<file path="src/hw/rtl/gts_pkg.sv">
package gts_pkg;

  // fixed field widths
  localparam int DATA_W      = 32;
  localparam int SP_W        = 31;
  localparam int DIMS_W      = 18;
  localparam int IDX_W       = 15;
  localparam int NODE_DEPTH  = 32768;
  localparam int CFG_ADDR_W  = 3;
  localparam int IN_TDATA_W  = 144;
  localparam int OUT_TDATA_W = 136;
  localparam int DEN_W       = 33;

  // parameter defaults
  localparam int MAX_DIM_DEF   = 32;
  localparam int FRAC_BITS_DEF = 16;

  // register reset values
  localparam logic [SP_W-1:0]   SPACING_RST = 31'd65536;
  localparam logic [DIMS_W-1:0] DIMS_RST    = 18'd133250;

  // register indexes
  localparam logic [CFG_ADDR_W-1:0] CFG_ORG_X = 3'd0;
  localparam logic [CFG_ADDR_W-1:0] CFG_ORG_Y = 3'd1;
  localparam logic [CFG_ADDR_W-1:0] CFG_ORG_Z = 3'd2;
  localparam logic [CFG_ADDR_W-1:0] CFG_SP_X  = 3'd3;
  localparam logic [CFG_ADDR_W-1:0] CFG_SP_Y  = 3'd4;
  localparam logic [CFG_ADDR_W-1:0] CFG_SP_Z  = 3'd5;
  localparam logic [CFG_ADDR_W-1:0] CFG_DIMS  = 3'd6;

  // request codes
  typedef enum logic [1:0] {
    REQ_LOAD = 2'd0,
    REQ_DIST = 2'd1,
    REQ_GRAD = 2'd2,
    REQ_NONE = 2'd3
  } req_t;

  // result kinds
  localparam logic KIND_DIST = 1'b0;
  localparam logic KIND_GRAD = 1'b1;

endpackage

</file>
<file path="src/hw/rtl/gts_div.sv">
// restoring divider, one quotient bit per cycle
module gts_div #(
  parameter int NUM_W = 55,
  parameter int DEN_W = gts_pkg::DEN_W
) (
  input  logic             clk,
  input  logic             rst_n,
  input  logic             start,
  input  logic [NUM_W-1:0] num,
  input  logic [DEN_W-1:0] den,
  output logic             done,
  output logic [NUM_W-1:0] quot
);

  localparam int CW = $clog2(NUM_W + 1);

  logic [NUM_W-1:0] quo_r;
  logic [DEN_W-1:0] rem_r;
  logic [DEN_W-1:0] den_r;
  logic [CW-1:0]    cnt_r;
  logic             busy_r;
  logic             done_r;
  logic [DEN_W:0]   trial;
  logic             fits;

  // shift in the next dividend bit and try the subtract
  assign trial = {rem_r, quo_r[NUM_W-1]};
  assign fits  = trial >= {1'b0, den_r};

  always_ff @(posedge clk) begin
    if (!rst_n) begin
      busy_r <= 1'b0;
      done_r <= 1'b0;
      cnt_r  <= '0;
    end else begin
      done_r <= busy_r && (cnt_r == CW'(1));
      if (start) begin
        busy_r <= 1'b1;
        cnt_r  <= CW'(NUM_W);
      end else if (busy_r) begin
        cnt_r <= cnt_r - CW'(1);
        if (cnt_r == CW'(1)) begin
          busy_r <= 1'b0;
        end
      end
    end
  end

  always_ff @(posedge clk) begin
    if (start) begin
      quo_r <= num;
      rem_r <= '0;
      den_r <= den;
    end else if (busy_r) begin
      quo_r <= {quo_r[NUM_W-2:0], fits};
      rem_r <= fits ? DEN_W'(trial - {1'b0, den_r}) : DEN_W'(trial);
    end
  end

  assign done = done_r;
  assign quot = quo_r;

endmodule

</file>
<file path="config.mk">
export PLATFORM = sky130hd
export DESIGN_NAME = gts_div
export DESIGN_NICKNAME = d
export VERILOG_FILES = /design/src/hw/rtl/gts_pkg.sv /design/src/hw/rtl/gts_div.sv
export SDC_FILE = /design/constraint.sdc
export NUM_CORES = 1
export LEC_CHECK = 0
export ABC_CLOCK_PERIOD_IN_PS = 4050
export BUFFER_PORTS_ARGS = -buffer_cell sky130_fd_sc_hd__buf_2
export CORE_MARGIN = 8
export CORE_UTILIZATION = 39
export DETAILED_ROUTE_END_ITERATION = 10
export PLACE_DENSITY = 0.58
export SYNTH_ARGS = -nofsm -noshare
export SYNTH_HDL_FRONTEND = slang
export SYNTH_SLANG_ARGS = --single-unit
</file>
<file path="constraint.sdc">
create_clock -name clk -period 4.05 [get_ports clk]
set_input_delay 0.405 -clock clk [delete_from_list [all_inputs] [get_ports clk]]
set_output_delay 0.405 -clock clk [all_outputs]
set_load 0.02 [all_outputs]
</file>
== Yosys cells after proc, flatten, opt, wreduce, memory -nomap -nowiden ==
Index checks and enable logic that the tools add are counted.

* Word-level logic and storage cells: 23
* Register bits after elaboration: 129

* $add $sub $neg: 2
* Mux-type cells: 8
* Order comparisons: 1
* Eq/ne operators: 1
* Reduce and logical (&&, ||, !) cells: 3
* Bitwise logic cells: 1

{| class="wikitable"
|+ Operator list
! cell !! number
|-
| $mux W55 || 2
|-
| $ge A34 B33 Y1 || 1
|-
| $mux W33 || 1
|-
| $sub A33 B33 Y33 || 1
|-
| $mux W6 || 2
|-
| $eq A6 B1 Y1 const B || 1
|-
| $sub A6 B1 Y6 const B || 1
|-
| $mux W1 || 3
|-
| $reduce_bool A2 Y1 || 1
|-
| $reduce_or A2 Y1 || 1
|-
| $logic_and A1 B1 Y1 || 1
|-
| $not A1 Y1 || 1
|}

== Logic depth before layout (Yosys ltp) ==
Gate-level depths: netlist (run 1).

* Depth in word-level cells: 4
* Mapped depth: 14
* Depth with buffers taken out: 13

== Least setup slack after synthesis (run 1) ==
OpenSTA, ideal clock, no wires.

* Kind: flip-flop to flip-flop
* Start point: register quo_r[54] (netlist: quot[54])
* End point: register quo_r[0] (netlist: quot[0]), data pin
* Setup time: 260 ps
* Arrival: 2721 ps
* Stages on the path, launching flop included: 13
* Slack: 1069 ps
* Path buffers: 1
* Period minus slack after synthesis: 2981 ps
* Cells stage by stage: edfxtp_1 inv_1 ha_1 inv_1 fa_1 a211oi_1 o21bai_2 a21oi_2 o31ai_4 a21boi_4 o21ai_4 buf_2 mux2_2

* Word-level cells in the longest chain between the ends: 3

{| class="wikitable"
|+ Ends and longest elaborated chain
! what !! line !! source
|-
| start, declared || gts_div.sv:17 || <nowiki>logic [NUM_W-1:0] quo_r;</nowiki>
|-
| start signal, assigned || gts_div.sv:51 || <nowiki>quo_r <= num;</nowiki>
|-
| start signal, assigned || gts_div.sv:55 || <nowiki>quo_r <= {quo_r[NUM_W-2:0], fits};</nowiki>
|-
| $ge A34 B33 Y1 || gts_div.sv:28 || <nowiki>assign fits = trial >= {1'b0, den_r};</nowiki>
|-
| $mux W55 || gts_div.sv:54 || <nowiki>end else if (busy_r) begin</nowiki>
|-
| $mux W55 || gts_div.sv:50 || <nowiki>if (start) begin</nowiki>
|}

No other way between the ends. The select of a mux whose other input is x is not followed.
A chain may end at the register's enable or synchronous reset.

== Final worst setup path (run 1) ==
Same ends and word-level chain as after synthesis.

==> results summary, run 1 <==
The finished cells cover 8553 sq um. The count of non-filler cells in the finished layout is a little over 1000. The cell count after synthesis came out at around 650. TritonCTS built the clock tree. The minimum setup slack after placement is ~0.8 ns. The root buffer cell is clkbuf_16. The cts-stage hold buffer count is 0. The routed design could run at a clock period as short as 3.229 ns. For this run, asynchronously set or reset flops after synthesis account for 0%. The setup violation total in the final timing report is 0.

The placed wire-length estimate came out at around 13000 microns. The die covers 22760 sq um. The routing usage on met1 is around 18%. Data arrives at the worst endpoint at roughly 3.4 ns. The most common cell in the synthesized netlist is edfxtp_1. The total number of vias is around 5400.

The sum of negative setup slack came out at 0 ns. Max-cap violations in this run came to 0. The routability-driven placement congestion ratio came out at approximately 0.85. The critical path's largest stage delay is 0.41 ns. The post-CTS setup buffer count came out at 0. On the critical path the largest part of the delay comes from compound AO/OA/AOI/OAI gates. The per-cell routed wire length is around 17 microns.

The number of H-tree levels came out at 4. The pre-antenna-repair detailed-routing pass consisted of 5 iterations. After global routing, the most crowded layer is met2. The clock passes through at most 2 buffers. The I/O pin total came out at 147. Across the routed clock network, the largest skew measured is 0.01847 ns. The number of antenna violations at the first check in global routing came out at 1. The leakage power came out at around 3.7 nW. The most numerous cell on the critical path is inv_1. The post-synthesis cell area came out at slightly above 7000 sq um. The post-route netlist has around 32% of its cells at a drive strength greater than 1. The post-synth net total came out at 775. Across the VDD grid, the largest voltage drop is 0.3039 mV.

The slowest stage of the critical path belongs to the cell fa_1. The met3 track utilization from global routing came out at under 10%. The worst-skew pair later-pin latency is 0.43 ns. After detailed routing, the number of remaining DRC violations is 0. The run finished with clean final reports. The setup slack of the critical path after layout came out at around 0.82 ns. The x dimension of the die came out at 150.9 microns. The average cell area after synthesis is 10.94 sq um. The final max-slew violation count is 0.

The share of Yosys cell area claimed by the top area cell type is 37.26%. The maximum fanout along the worst path is 25. The number of cells in the design after placement is between 1000 and 1500. The number of clock sinks seen by CTS came out at 129. For this run, the number of Yosys warnings is 0. The via count of the first global-routing pass came out at ~5700. Timing would allow up to roughly 310 MHz. The global routing met2 resource utilization came out at approximately a quarter. Once placement finished, the instance area stood at 8035 sq um. After layout, the worst path uses between 70% and 80% of the clock period. The effective utilization at floorplan is approximately two fifths. The total global routing overflow is 0. The number of buffer and inverter instances along the worst setup path is 3. The number of cells upsized or downsized after cts is 0. The signed area change from the synthesized netlist to the final layout is 20.61%. Setup repair after global routing left no endpoint under its margin.

The worst slew margin relative to its limit came out at a little under two fifths. The count of flip-flops with a built-in enable after synthesis is 88. Synthesis inferred 129 register bits. Global routing used 15.85% of the available tracks. The placeable core area is approximately 18000 sq um. In this run the core area contains 49 standard-cell rows.

The final hold violation count is 0. The worst setup path is of the register to register kind. The maximum number of pins on one net before global-route repair came out at a little over 70.

The signal on the critical path passes through inv_1 > ha_1 > inv_1 > fa_1 > a211oi_1 > o21bai_2 > a21oi_2 > o31ai_4 > a21boi_4 > o21ai_4 > buf_12 > mux2_2. The clock edge transition at the registers on the reported setup and hold paths came out at about 0.06 ns. The per-cell via count in the routed design came out at roughly 5.2. The count of nets left with antenna violations after detail routing came out at 0. Among all flip-flop cells after synthesis, the most frequent one is edfxtp_1.

The first-pass GRT wire length came out at ~28000 microns. After the last flow step, the layout net total stands at 918. The antenna diode count came out at 0.

The netlist uses 60 different library cells. The number of input and output port buffers inserted came out at about 150. The sort of element at the start of the critical path is a register. Sorting the synthesized cells by area gives the leading types as edfxtp_1, dfxtp_1, mux2_2.

Buffers inserted during clock tree synthesis total 17. The biggest area contributor in the post-synthesis netlist is edfxtp_1. The portion of the post-synthesis area used by sequential elements is between 40% and 50%.

The transition time at the pin with the least slew margin is ~0.94 ns. The min-delay analysis places its worst path in the category input pin to register. The y dimension of the die is between 150 and 200 microns. The commonest cells after synthesis are edfxtp_1, mux2_2, nand2_1, a21oi_1. The initial DRC count came out at 374. The total power density per cell area came out at roughly 440 nW/um^2. STA classifies the critical path endpoint as a register. The final layout contains routed wiring with a total length of roughly 18000 microns. The required time of the critical path is 4.22 ns.
## state kept, by name, indices dropped and copies added, names as in the netlist
register,cells
quot,55
den_r,33
rem_r,33
cnt_r,6
busy_r,1
done,1
## worst reg2reg max path, stage by stage, from the launching register on
cell      delay (ns)
edfxtp_1        0.40
inv_1           0.07
ha_1            0.15
inv_1           0.05
fa_1            0.41
a211oi_1        0.38
o21bai_2        0.12
a21oi_2         0.30
o31ai_4         0.15
a21boi_4        0.22
o21ai_4         0.22
buf_12          0.23
mux2_2          0.28
## metal layers
metal	up-vias	routed length [microns]	share of wire, %
li1	2651	-	-
met1	2549	7387	42
met2	151	8490	48
met3	23	1411	8.0
met4	2	238	1.4
met5	-	13	0.074
## metrics by stage
stage	utilization [%]	hold WS (ns)	total power (W)
after floorplan	-	0.4380	0.002204
after global placement	44.88	0.4693	0.002425
after detailed placement	44.88	0.4835	0.002437
after CTS	47.78	0.1395	0.003818
after global routing	47.78	0.1308	0.003963
final	47.78	0.1572	0.003767
## path summary, 6_finish.rpt
kind | endpoint | cells after the start | slack (ns) | from
worst max-delay path | quot[0]$_DFFE_PP_ | 12 | 0.82 | quot[54]$_DFFE_PP_
worst min-delay path | den_r[23]$_DFFE_PP_ | 1 | 0.16 | den[23]
worst max register to register | quot[0]$_DFFE_PP_ | 12 | 0.82 | quot[54]$_DFFE_PP_
worst min register to register | rem_r[21]$_SDFFE_PP0P_ | 2 | 0.49 | rem_r[21]$_SDFFE_PP0P_
## cell usage in the layout (no fill, tap or decap), types with 8 or more instances in the layout
master,n
buf_2,145
edfxtp_1,88
mux2_2,55
nand2_1,53
a21oi_1,48
nor2_1,44
inv_1,43
dfxtp_1,41
ha_1,35
o21ai_0,27
xnor2_1,20
a21o_1,19
clkbuf_16,17
mux2i_1,13
a211oi_1,12
o21ai_1,12
xor2_1,11
a211oi_2,9
o21a_1,9
nand3_1,8
## power by group
group          total [W]  internal (W)  leakage, nW  switching (W)
Clock            0.00136      0.000772        0.248       0.000586
Sequential       0.00161       0.00155         1.21      0.0000625
Combinational   0.000801      0.000332         2.19       0.000469
## cells by family (layout without fill, tap and decap cells)
logic type / after synthesis / count (layout) / share of synthesized area [%]
AOI/OAI and AO/OA: 171 / 171 / 16.71
xor gates and xnor gates: 31 / 31 / 3.829
adders and majority gates: 36 / 36 / 6.457
buffers and inverters: 72 / 227 / 4.393
DFF: 129 / 129 / 48.84
muxes: 68 / 68 / 10.57
and+or+nand+nor: 141 / 141 / 9.210
## area by class of cell
class,count,area [sq um]
fill,1723,9349
sequential,129,3463
multi-input combinational,447,3317
timing repair buffer,152,803.3
clock buffer,17,425.4
tap,229,286.5
inverter,44,165.2
clock inverter,14,92.59
Power figures use the tool's default switching activity.
==> run 2, diff against run 1 <==
- ABC_CLOCK_PERIOD_IN_PS: 4050 -> 2850
- PLACE_DENSITY: 0.58 -> 0.6
- clock period: 4.05 -> 2.85 ns (I/O delays scaled with it)
==> run 2 against run 1 <==
  * Global-route usage grew 0.23 points
  * Total power grew 53%
  * Clock skew shrank 0.0084 ns
  * Core utilization grew 2.2 points
  * Non-clock buffer count grew 25
  * Fmax grew 16%
  * Highest routed layer is now met4
  * Critical endpoint unchanged
  * Worst setup slack lost 0.75 ns
  * Count of clock-buffer cells in the layout is the same
==> results summary, run 2 (synthesis gave the netlist of run 1 again) <==
The number of design rule violations left after detail routing is 0. For this run, the number of standard cells in the final layout without fillers is approximately 1100. Clock tree synthesis found a total of approximately 130 sinks.

The logic gate share of total power came out at a little over a fifth. The critical path in this run is classified as register to register. The completed layout was analyzed and its total power is between 0.005 and 0.006 W. The total power density per cell area is roughly 640 nW/um^2.

In the layout the commonest cells are buf_2, edfxtp_1, mux2_2. The worst path needs 2.783 ns of the cycle, external delays included. In the finished design, the share of the clock period the worst path needs comes to a little over nine tenths. The required time of the critical path is between 3 and 4 ns. The floorplan has 49 rows.

The placed wire-length estimate came out at about 13000 microns. The layout cell share with drive strength beyond 1 came out at 36.67%. The final max-slew violation count is 0. The number of fill cells came out at ~1700.

The transition time at the pin with the least slew margin is around 0.55 ns. Dividing the detail-routed wire length by the instance count gives approximately 17 microns. The number of buffers inserted during clock tree synthesis came out at 17. Headroom to the max-slew limit came out at 63.51%.

The die covers 22760 sq um. Setup repair after global routing could not meet its margin everywhere. TritonCTS built the clock tree. The setup slack of the critical path after layout is approximately 0.067 ns. In this run the clock root is driven by a clkbuf_16. Routability-driven placement finished with a final weighted congestion of slightly below 0.9.

The maximum number of pins on one net before global-route repair is 39. For this block, the initial DRC count from the detailed router was approximately 280. The y dimension of the die is 150.9 microns.

The number of optimization iterations in the first detailed-route pass came out at 5. The effective utilization at floorplan is about two fifths. The total global routing overflow is 0.

In this run, flip-flops and latches consume between 30% and 40% of the power. The total routed wirelength is around 18000 microns. The placeable core area is roughly 18000 sq um. The leakage power is between 3 and 4 nW. The antenna diode count came out at 0. The worst-skew pair later-pin latency is approximately 0.42 ns. The peak clock frequency supported by timing came out at between 300 and 400 MHz. The number of input and output port buffers inserted is between 100 and 150. STA classifies the critical path startpoint as a register. The number of cells in the design after placement is about 1000.

The endpoint kind of the worst setup timing path is a register. Setup violations remaining at the end of the flow were counted as 0. In the routed layout, each cell is associated on average with a via count of between 5 and 6. The via count of the first global-routing pass was between 5000 and 6000. From left edge to right edge, the die measures ~150 microns.

The largest voltage drop on the vdd net is ~0.8 mV. Relative to the synthesized area, the layout overhead comes to 26.08%. The clock edge transition at the registers on the reported setup and hold paths came out at approximately 0.070 ns. The flow ran to the end, and the final reports show no timing, DRC or antenna violations.

The largest clock skew in the final design is about 0.01 ns. In this run the remaining antenna-violating nets after routing total 0. The number of flip-flops under the largest register name came out at 55.

The overall fraction of global-route tracks in use came out at approximately 16%. The switching power summed over all nets is ~0.0017 W. Of the total power, the share spent switching nets is between 20% and 30%. The first global-routing pass estimated slightly below 30000 microns of wire. The signal arrival time at the worst endpoint is a little under 3 ns. The I/O pin total is ~150. The number of nets in the finished design came out at about 940. Cell internal power was estimated by the tool at 0.004052 W. The number of maximum-capacitance constraint violations is 0. The library cell used most frequently in the layout, excluding fill and tap cells, is buf_2.

The tightest min-delay check is of the input pin to register type. The maximum buffer depth of the clock tree came out at 2. The routed layout has approximately 5500 vias. The final hold violation count came out at 0. The part of the power in the clock network came out at roughly two fifths.

The minimum setup slack after placement came out at -0.004637 ns. The number of H-tree levels came out at 4. The number of antenna violations at the first check in global routing is 0. The cts-stage hold buffer count came out at 0. In this run the worst path has a maximum fanout of 8.
==> run 2: changes by cell type in the layout (fill, tap and decap cells not counted), sizes merged <==
cell,change
buf,+25
clkinv,-7
inv,+5
bufinv,+2
clkinvlp,+1
==> run 2: path summary, 6_finish.rpt <==
check	from	endpoint	slack, ns	cells after the start
setup / recovery	quot[54]$_DFFE_PP_	quot[0]$_DFFE_PP_	0.07	12
hold / removal	den[12]	den_r[12]$_DFFE_PP_	0.03	1
hold reg to reg	rem_r[21]$_SDFFE_PP0P_	rem_r[21]$_SDFFE_PP0P_	0.47	2
setup reg to reg	quot[54]$_DFFE_PP_	quot[0]$_DFFE_PP_	0.07	12
==> run 2: area by class of cell <==
type	count	area [sq um]	share of cell area, %
clock buffers	17	425.4	4.758
clock inverters	15	173.9	1.945
inverters	44	165.2	1.847
multi-input cells	447	3412	38.16
flip-flops and latches	129	3463	38.73
well taps	229	286.5	3.205
repair buffers	177	1015	11.35
==> run 2: metrics by stage <==
step                instance area (sq um)   TNS (ns)  hold WS [ns]  utilization, %
floorplan                            7099          0        0.3839               -
global placement                     8190          0        0.4645           45.75
detailed placement                   8190  -0.004637        0.4631           45.75
CTS                                  8812          0       0.01674           49.22
global route                         8941     -1.065      0.008167           49.94
finish                               8941          0       0.03482           49.94
==> run 2: worst max-delay path, cell delays in order, from the launching register on <==
cell and delay [ns]:
edfxtp_1 0.38, inv_1 0.08, ha_2 0.18, inv_2 0.04, fa_2 0.39, a211oi_4 0.28, o21bai_2 0.11, a21oi_4 0.22
o31ai_4 0.09, a21boi_4 0.20, o21ai_4 0.16, buf_6 0.15, mux2_2 0.25
==> run 2: power groups by stage <==
stage               sequential, W  clock [W]  combinational (W)
finish                    0.00229    0.00221            0.00125
global route              0.00231    0.00237            0.00137
CTS                       0.00229    0.00227            0.00121
detailed placement        0.00233          0            0.00119
global placement          0.00232          0            0.00117
floorplan                 0.00241          0           0.000722
==> run 2: repair_timing <==
item                                    CTS  global route
resized for setup                         0            27
buffers inserted                          3             4
pin swaps                                 1            16
endpoints found under the setup margin    6            31
==> run 2: routing by layer <==
layer	track usage, %	part of all wire [%]	wire, microns	up-vias
met5	0	0	0	-
met4	3.810	0.86	155	0
met3	7.828	9.1	1635	16
met2	26.18	48	8620	166
met1	18.72	42	7555	2600
li1	-	-	-	2710
==> run 3, diff against run 2 <==
- ABC_AREA: default -> 1
- ABC_CLOCK_PERIOD_IN_PS: 2850 -> 2380
- PLACE_DENSITY: 0.6 -> 0.59
- clock period: 2.85 -> 2.38 ns (I/O delays scaled with it)
==> run 3 against run 2 <==
  * Sequential share of layout area decreased by 4.8 points
  * Non-clock buffer count increased by 20
  * Area after synthesis increased by 15%
  * Via count increased by 36%
  * Register-to-register slack improved by 0.11 ns
  * Critical path type unchanged
  * Highest routed layer is now met5
  * Hold slack improved by 0.021 ns
  * Sequential power increased by 16%
  * Clock skew increased by 0.0022 ns
  * Synthesized cell count increased by 75%
==> results summary, run 3 <==
The run finished with clean final reports. The number of placed instances, taps included, is ~1500. The y dimension of the die is approximately 160 microns. The layout cell share with drive strength beyond 1 came out at between 15 and 20%.

Of all cell types, the one taking the most synthesized area is edfxtp_1. nand2_1 is the most common cell in the netlist. The clock edge transition at the registers on the reported setup and hold paths came out at approximately 0.060 ns. The worst reg-to-reg setup slack came out at about 0.17 ns. In the global route stage, overall resource usage came out at between 10% and 20%. The I/O pin total came out at around 150. The core region is between 20000 and 25000 sq um. The floorplan die area came out at about 26000 sq um.

The count of non-filler cells in the finished layout is around 1600. The setup slack of the critical path after layout came out at 0.1728 ns. The worst-skew pair later-pin latency is 0.43 ns. The path class of the tightest hold or removal check is input pin to register. The final max-slew violation count is 0. The worst path uses about 90% of the clock period. The total routed wirelength is ~23000 microns. The signed area change from the synthesized netlist to the final layout is 24.66%. For this run, the leading register cell type out of synthesis is edfxtp_1. The maximum buffer depth of the clock tree is 2. The area taken by flip-flops and latches is about 3500 sq um. Post-CTS timing repair inserted 0 buffers for setup. The analysis attributes to cell leakage a power of 5.502 nW.

During synthesis, Yosys emitted a total of 0 warnings. The average cell area after synthesis is 7.218 sq um. For this run, the top clock speed supported by timing is 453.1 MHz. The share of Yosys cell area claimed by the top area cell type is roughly a third. The worst slew margin relative to its limit came out at approximately three fifths. The count of standard-cell rows is 53. The root buffer cell is clkbuf_16.

The required time of the critical path is approximately 2.7 ns. The startpoint identified for the worst hold timing path is rst_n. The final hold violation count is 0. The cell count after synthesis came out at approximately 1100.

The first routing iteration left about 370 violations. The setup violation total in the final timing report is 0. The largest clock skew in the final design is between 0.01 and 0.015 ns. After the last flow step, the layout net total stands at approximately 1400. Of all nets on the critical path, the largest fanout is 4. The total chip power came out at roughly 0.0062 W. Ranked by total cell area, the synthesized netlist is headed by edfxtp_1, nand2_1, dfxtp_1. Max-cap violations in this run came to 0.

The number of cells on the worst reg-to-reg path is 12. The most common library cell in the layout ignoring fill and taps is nand2_1. The number of buffers inserted during clock tree synthesis is 17. In this run the critical register-to-register path is launched from rem_r[12]$_SDFFE_PP0P_.

The number of antenna violations at the first check in global routing is 1. The number of input and output port buffers inserted came out at 146. The register bit total from synthesis is between 100 and 150. Ranked by instance count, the synthesized netlist is headed by nand2_1, inv_1, edfxtp_1, nand3_1, nor2_1. The clock net in this run drives a total of between 100 and 150 sinks. The final non-filler cell area came out at 10190 sq um. The maximum number of pins on one net before global-route repair came out at 58. The portion of the post-synthesis area used by sequential elements came out at ~42%.

The number of fill cells came out at 2146. The first-pass GRT wire length is 37670 microns. The count of flip-flops with a built-in enable after synthesis came out at 88. The critical path class is register to register. The per-cell via count in the routed design is ~4.7. The minimum setup slack after placement is between 0.08 and 0.09 ns. The routability-driven placement congestion ratio came out at between 0.9 and 1. The count of nets left with antenna violations after detail routing came out at 0. The multi-input combinational cell area came out at 3815 sq um. The endpoint kind of the worst setup timing path is a register. In the layout the commonest cells are nand2_1, inv_1, buf_2. The antenna diode count is 0.

Setup repair after global routing left no endpoint under its margin. The first detailed-routing pass took 5 iterations. The clock tree from TritonCTS is built.

The endpoint identified for the worst register-to-register timing path is rem_r[24]$_SDFFE_PP0P_. The number of H-tree levels came out at 4. The total number of vias came out at between 7000 and 8000. The signal arrival time at the worst endpoint came out at about 2.5 ns. For hold timing, the worst endpoint is cnt_r[5]$_SDFFE_PN0P_. The placed wire-length estimate came out at 16830 microns. The x dimension of the die came out at 160.8 microns. After detailed routing, the number of remaining DRC violations is 0. The per-cell routed wire length came out at between 10 and 15 microns. The synthesized netlist occupies a cell area of between 8000 and 9000 sq um. The number of unique standard cell types used by synthesis came out at 41.

The cell area after placement came out at just over 9000 sq um. The total global routing overflow came out at 0. The register with the most flip-flops in the layout has 55 of them. Counting instances, the worst hold path has a depth of 3.

The sum of negative setup slack is 0 ns. The total power density per cell area came out at slightly above 600 nW/um^2. The largest voltage drop on the vdd net came out at about 0.46 mV. The minimum period implied by the final worst setup slack came out at between 2 and 2.5 ns. The worst setup path is launched from a register. The async set-reset flop share out of synthesis came out at 0%. The transition time at the pin with the least slew margin came out at just over 0.6 ns. The via count of the first global-routing pass came to between 7000 and 8000. Counting every net in the synthesized netlist gives 1260. The effective utilization at floorplan is between 30 and 40%.
==> run 3: cell types whose count changed after synthesis, moves of 14 or more <==
| cell | before | now |
|---|---|---|
| nand3_1 | 8 | 75 |
| a21o_1 | 19 | 0 |
| o21ai_0 | 27 | 9 |
| mux2_2 | 55 | 0 |
| nand3_2 | 0 | 14 |
| a21oi_1 | 48 | 24 |
| inv_1 | 44 | 191 |
| nand2_1 | 53 | 487 |
==> run 3: timing repair <==
item	in CTS	in global routing
setup endpoints to repair	0	28
resized for setup	0	6
hold buffers	33	0
endpoints found under the hold margin	33	0
==> run 3: logic make-up after synthesis <==
kind of cell               count (synthesis)  share of synthesized area, %
buffers and inverters                    224                         11.09
and+or+nand+nor                          678                         35.95
xor gates and xnor gates                  16                         1.714
AOI/OAI and AO/OA                         50                         3.290
DFF                                      129                         42.35
adders and majority gates                 36                         5.600
==> run 3: worst max path at each step <==
stage | startpoint | endpoint | slack, ns | depth (start not counted)
after floorplan | quot[54]$_DFFE_PP_ | rem_r[10]$_SDFFE_PP0P_ | 0.16 | 13
after global placement | quot[54]$_DFFE_PP_ | rem_r[12]$_SDFFE_PP0P_ | 0.10 | 13
after detailed placement | quot[54]$_DFFE_PP_ | rem_r[12]$_SDFFE_PP0P_ | 0.08 | 13
after CTS | quot[54]$_DFFE_PP_ | rem_r[12]$_SDFFE_PP0P_ | 0.06 | 13
after global routing | den_r[21]$_DFFE_PP_ | rem_r[12]$_SDFFE_PP0P_ | 0.03 | 15
final | rem_r[12]$_SDFFE_PP0P_ | rem_r[24]$_SDFFE_PP0P_ | 0.17 | 12
==> run 3: report_power, final <==
group	switching [W]	total (W)	internal [W]
clock	0.00119	0.00268	0.00149
combinational	0.000560	0.000885	0.000326
sequential	0.0000787	0.00266	0.00259
total	0.00183	0.00623	0.00440
==> run 3: per-stage QoR <==
| step | hold slack (ns) | util, % |
|---|---|---|
| after global placement | 0.4163 | 44.42 |
| final | 0.05589 | 48.96 |
| after global routing | 0.06208 | 48.96 |
| after floorplan | 0.3369 | - |
| after detailed placement | 0.4161 | 44.42 |
| after CTS | 0.04863 | 48.86 |
==> run 3: layer usage <==
layer	share of wire, %	routed length, microns	vias up	GRT usage [%]
met1	47	10630	3348	23.06
met5	0.035	8	-	0
li1	-	-	3893	-
met2	44	9976	210	27.83
met4	2.3	533	2	6.355
met3	7.0	1589	41	5.810
==> run 3: final cells by class <==
| type | count | area share [%] |
|---|---|---|
| clock buffer | 17 | 4.173 |
| inverter | 196 | 7.216 |
| tap | 275 | 3.375 |
| multi-input combinational | 780 | 37.42 |
| timing repair buffer | 197 | 12.19 |
| clock inverter | 15 | 1.657 |
| sequential | 129 | 33.97 |
==> run 3: worst max-delay path, cell delays in order, from the launching register on <==
cell     delay (ns)
dfxtp_1        0.35
ha_1           0.38
nand2_1        0.13
nor2_1         0.17
nand2_1        0.23
nor2_1         0.24
nand2_1        0.15
nand3_1        0.11
nand2_1        0.05
nand2_1        0.09
nand2_1        0.07
nand3_1        0.07
nand2_1        0.05
